--- config.mk ---
export PLATFORM = sky130hd
export DESIGN_NAME = tcbp_ram
export DESIGN_NICKNAME = d
export VERILOG_FILES = /design/src/rtl/tcbp_ram.sv
export SDC_FILE = /design/constraint.sdc
export NUM_CORES = 2
export LEC_CHECK = 0
export BUFFER_PORTS_ARGS = -buffer_cell sky130_fd_sc_hd__buf_2
export CORE_MARGIN = 8
export CORE_UTILIZATION = 30
export CTS_BUF_LIST = sky130_fd_sc_hd__clkbuf_16
export DETAILED_ROUTE_END_ITERATION = 10
export GPL_ROUTABILITY_DRIVEN = 0
export GPL_TIMING_DRIVEN = 0
export SLEW_MARGIN = 20
export SYNTH_ARGS = -nofsm -noshare
export SYNTH_HDL_FRONTEND = slang
export SYNTH_SLANG_ARGS = --single-unit
--- constraint.sdc ---
create_clock -name clk -period 2.7 [get_ports clk]
set_input_delay 0.27 -clock clk [delete_from_list [all_inputs] [get_ports clk]]
set_output_delay 0.27 -clock clk [all_outputs]
set_load 0.01 [all_outputs]
--- src/rtl/tcbp_ram.sv ---
// Generic simple dual-port RAM with one write port and a registered read port.
module tcbp_ram #(
  parameter int WIDTH = 8,
  parameter int DEPTH = 256
) (
  input  logic                     clk,
  input  logic                     we,
  input  logic [$clog2(DEPTH)-1:0] waddr,
  input  logic [WIDTH-1:0]         wdata,
  input  logic [$clog2(DEPTH)-1:0] raddr,
  output logic [WIDTH-1:0]         rdata
);

  logic [WIDTH-1:0] mem [DEPTH];

  // Write and registered read.
  always_ff @(posedge clk) begin
    if (we) begin
      mem[waddr] <= wdata;
    end
    rdata <= mem[raddr];
  end

endmodule
* Word-level counts from Yosys, hierarchy flattened
Memory sizes are Yosys's and may differ from the RTL's. A register that Yosys moved wholly into a read port is not among the register bits.
Index checks and enable logic that the tools add are counted.
** Storage, ports and cells
- Bits of input ports :: 26
- Flip-flop bits (word level) :: 0
- Output and inout port bits :: 8
- Memories :: 1
- Word-level logic and storage cells :: 3
- Memory bits (writable) :: 2048
** Memories
- mem :: words 256, width 8, read ports 1, clocked after memory_dff 1, write ports 1, line 14 : logic [WIDTH-1:0] mem [DEPTH];
** Operators by class
- Multiplexer cells :: 2
** Operators by type and width (count)
- $mux 1 :: 2

* Depth between registers and ports, before layout
- Depth in word-level cells :: 2
- Gate-level depth with buffers :: 11
- Depth with buffers taken out :: 6

* Worst setup path before layout
Ideal clock, no wire load.
- Path kind :: input -> register
- From :: in raddr[0]
- To :: reg rdata[2], read port of mem
- Required time :: 2569 ps
- Buffers on the path :: 4
- Slack :: 492 ps
- Arrival :: 2077 ps
- Stages on the path :: 9
- Setup time :: 131 ps
- Cell sequence :: buf_6 -> buf_12 -> buf_8 -> buf_2 -> mux4_2 -> a22oi_1 -> a21oi_1 -> nor4_1 -> nor4_2
** RTL lines
- start: declaration :: line 10 : input logic [$clog2(DEPTH)-1:0] raddr,
- end: declaration :: line 11 : output logic [WIDTH-1:0] rdata

* Worst setup path in the final report
- From :: in waddr[5]
- To :: mem mem[229][2], enable pin
** RTL lines
- start: declaration :: line 8 : input logic [$clog2(DEPTH)-1:0] waddr,
- end: declaration :: line 14
Straight into the memory's write port.

==> results.sh <==
export IMPL_hp_class="primary input to flop"
export IMPL_vias=41610
export IMPL_drc_errors=0
export IMPL_synth_ff_type="edfxtp_1"
export IMPL_async_flop_share_pct=0
export IMPL_synth_commonest_cells="edfxtp_1 (2048), mux4_2 (454), nor2_1 (282), mux2i_1 (134), a22oi_1 (133)"
export IMPL_die_h_um=531.0
export IMPL_die_area_mm2=0.2819
export IMPL_violations="setup timing"
export IMPL_timing_rr_start="mem[83][5]"
export IMPL_start_kind="primary input"
export IMPL_cts_root_buf="clkbuf_16"
export IMPL_leakage_uw=0.02811
export IMPL_slew_headroom_pct=10.24
export IMPL_core_mm2=0.2644
export IMPL_cts_tree="yes"
export IMPL_wl_per_cell_um=31.83
export IMPL_post_route_cell_area_mm2=0.09228
export IMPL_layout_nets=4035
export IMPL_switching_power_uw=14900
export IMPL_syn_nets=3759
export IMPL_cts_made_buffers=204
export IMPL_critPathLaunch="waddr[5]"
export IMPL_endpoint_kind="flop"
export IMPL_crit_arrival_ps=3510
export IMPL_crit_fanout=10
export IMPL_rr_endpoint="rdata[5]"
export IMPL_slowest_stage="nor2_1"
export IMPL_ys_warn_count=0
export IMPL_drt_pass1_iterations=6
export IMPL_p_int_uw=51490
export IMPL_syn_area_mm2=0.07956
export IMPL_yosysMostFrequentCell="edfxtp_1"
export IMPL_critPathMaxStageDelay_ps=850
export IMPL_switching_share_pct=22.44
export IMPL_worst_pin_slew_ps=1346
export IMPL_placedInstanceArea_mm2=0.08506
export IMPL_fillers=24570
export IMPL_ant_nets=0
export IMPL_cap_violations=0
export IMPL_endpoint="mem[229][2]"
export IMPL_worstSkewPairLatency_ps=850
export IMPL_grt_max_degree=125
export IMPL_final_period_utilization_pct=112.5
export IMPL_clock_skew_final_ps=36.96
export IMPL_drt_initial_drc_count=6575
export IMPL_antenna_found_initial=26
export IMPL_power_frac_comb_pct=6.1
export IMPL_yosys_area_top_type="edfxtp_1"
export IMPL_power_share_sequential_pct=53.0
export IMPL_drive_above_1_share_pct=26.49
export IMPL_utilization_pct=34.90
export IMPL_rsz0062_at_grt="true"
export IMPL_yosysUniqueCellTypes=55
export IMPL_p_clk_share_pct=40.9
export IMPL_yosysSeqAreaShare_pct=77.50
export IMPL_pre_cts_ws_ps=-2174
export IMPL_syn_inst=3733
export IMPL_hpwl_um=164900
export IMPL_track_usage_pct=16.97
export IMPL_overflow=0
export IMPL_cts_sinks=2056
export IMPL_grt_pass1_wl_um=334700
export IMPL_vdd_drop_max_mv=0.5113
export IMPL_ys_ff_latch=2056
export IMPL_viasPerCell=5.393
export IMPL_timing_fmax_mhz=329.3
export IMPL_io_buffers=26
export IMPL_ios=34
export IMPL_initial_utilization_pct=30.09
export IMPL_num_rows=189
export IMPL_die_w_um=531.0
export IMPL_cts_path_max_buffers=3
export IMPL_grt_pass1_vias=40930
export IMPL_crit_type="primary input to flop"
export IMPL_ys_top_cells_by_area="edfxtp_1 (77%), mux4_2 (13%), mux2i_1 (1.7%)"
export IMPL_avgSynthCellArea_um2=21.31
export IMPL_path_cells="buf_2 -> nor2b_1 -> nand3_1 -> clkbuf_1 -> nor2_1"
export IMPL_finalSetupViolations=294
export IMPL_power_density_mw_per_mm2=719.5
export IMPL_setup_ws_ps=-336.4
export IMPL_drt_wl_total_um=245600
export IMPL_synth_edf_count=2048
export IMPL_period_needed_ps=3036
export IMPL_outcome="complete, but fails checks"
export IMPL_h_tree_depth=4
export IMPL_clk_pin_slew_worst_paths_ps=60
export IMPL_regToRegSetupSlack_ps=-110
export IMPL_power_uw=66390
export IMPL_syn_to_final_growth_pct=15.99
export IMPL_required_ps=3170
export IMPL_yosysTopAreaCellShare_pct=77.30
export IMPL_finalHoldViolations=0
export IMPL_r2r_cells=7
export IMPL_hold_start="waddr[4]"
export IMPL_report_final_slew_viol_count=0
[sequential cells by signal (all words and copies together) (netlist names)]
register,count
mem,2048
rdata,8
[cells in the final DEF (no fill, tap or decap), types with 10 or more instances in the layout]
master and instances:
buf_8 21, mux2i_1 134, nor4_4 11, o21ai_0 10
inv_1 42, diode_2 14, buf_16 24, clkbuf_4 15
buf_2 43, mux4_2 454, nand2_1 33, clkinv_2 36
buf_12 12, o22ai_1 28, nor2b_1 30, nor3_1 12
nor2_1 216, o221ai_1 43, edfxtp_1 2048, a21oi_1 90
buf_6 21, nand3_1 34, nor4_2 10, clkbuf_16 208
clkbuf_2 52, buf_4 50, clkbuf_1 46, bufinv_16 12
nand4_1 10, o211ai_1 10, a22oi_1 131, a211oi_1 14
clkinv_1 53, nor2_2 65
[worst min path at each step]
stage                  end  slack (ps)  depth (start not counted)
3_3_place_gp      rdata[6]         680                          1
5_1_grt        mem[189][2]         290                          3
6_report       mem[189][1]         300                          3
2_1_floorplan    mem[0][0]         370                          0
4_1_cts        mem[189][1]         220                          3
3_5_place_dp    mem[82][4]         600                          1
[layer usage]
layer	GRT usage [%]	vias up	share of wire (%)
li1	-	16290	-
met5	0	-	0.014
met1	22.21	22310	38
met4	9.618	6	6.5
met3	4.191	544	10
met2	25.90	2464	45
[critical path: cells and delay by family]
kind / cells / cell delay (ps)
buf+inv: 2 / 930
simple gates: 3 / 2280
[logic make-up after synthesis]
| kind of cell | Yosys count | synth area share, % |
|---|---|---|
| and+or+nand+nor | 466 | 2.628 |
| buffers and inverters | 235 | 1.831 |
| muxes | 591 | 14.62 |
| DFF | 2056 | 77.50 |
| AOI/OAI and AO/OA | 385 | 3.419 |
[cell type report]
class / count / area [µm²] / area share [%]
inverters: 2 / 7.507 / 0.008135
flip-flops and latches: 2056 / 61660 / 66.82
diodes: 14 / 35.03 / 0.03796
multi-input cells: 1442 / 17090 / 18.52
plain buffers: 231 / 1652 / 1.790
repair buffers: 72 / 1106 / 1.199
clock inverters: 157 / 1105 / 1.197
clock buffers: 208 / 5205 / 5.640
well taps: 3533 / 4420 / 4.790
[what timing repair did]
action                                  4_1_cts  5_1_grt
pin swaps                                     3        1
cloned                                        0        0
hold buffers                                  8        0
setup buffers                                 1        6
endpoints found under the hold margin       441        0
gates resized for setup                     154       60
endpoints found under the setup margin      168      542
[power groups by stage]
stage,Clock (µW),Combinational (µW),Sequential (µW)
2_1_floorplan,0,1710,35900
5_1_grt,28500,4090,35200
3_3_place_gp,0,3630,36000
3_5_place_dp,0,3810,35900
4_1_cts,27400,3940,35200
6_report,27200,4030,35200
[metrics by stage]
step | setup TNS (ps) | hold WS, ps | cells
floorplan | 0 | 368.9 | 3733
global placement | -5379380 | 678.0 | 7292
detailed placement | -1174060 | 596.5 | 7323
CTS | -1116 | 220.0 | 7695
global route | -13780 | 291.2 | 7711
finish | -33530 | 297.8 | 7715
No activity file was read; power rests on OpenSTA's default activity.
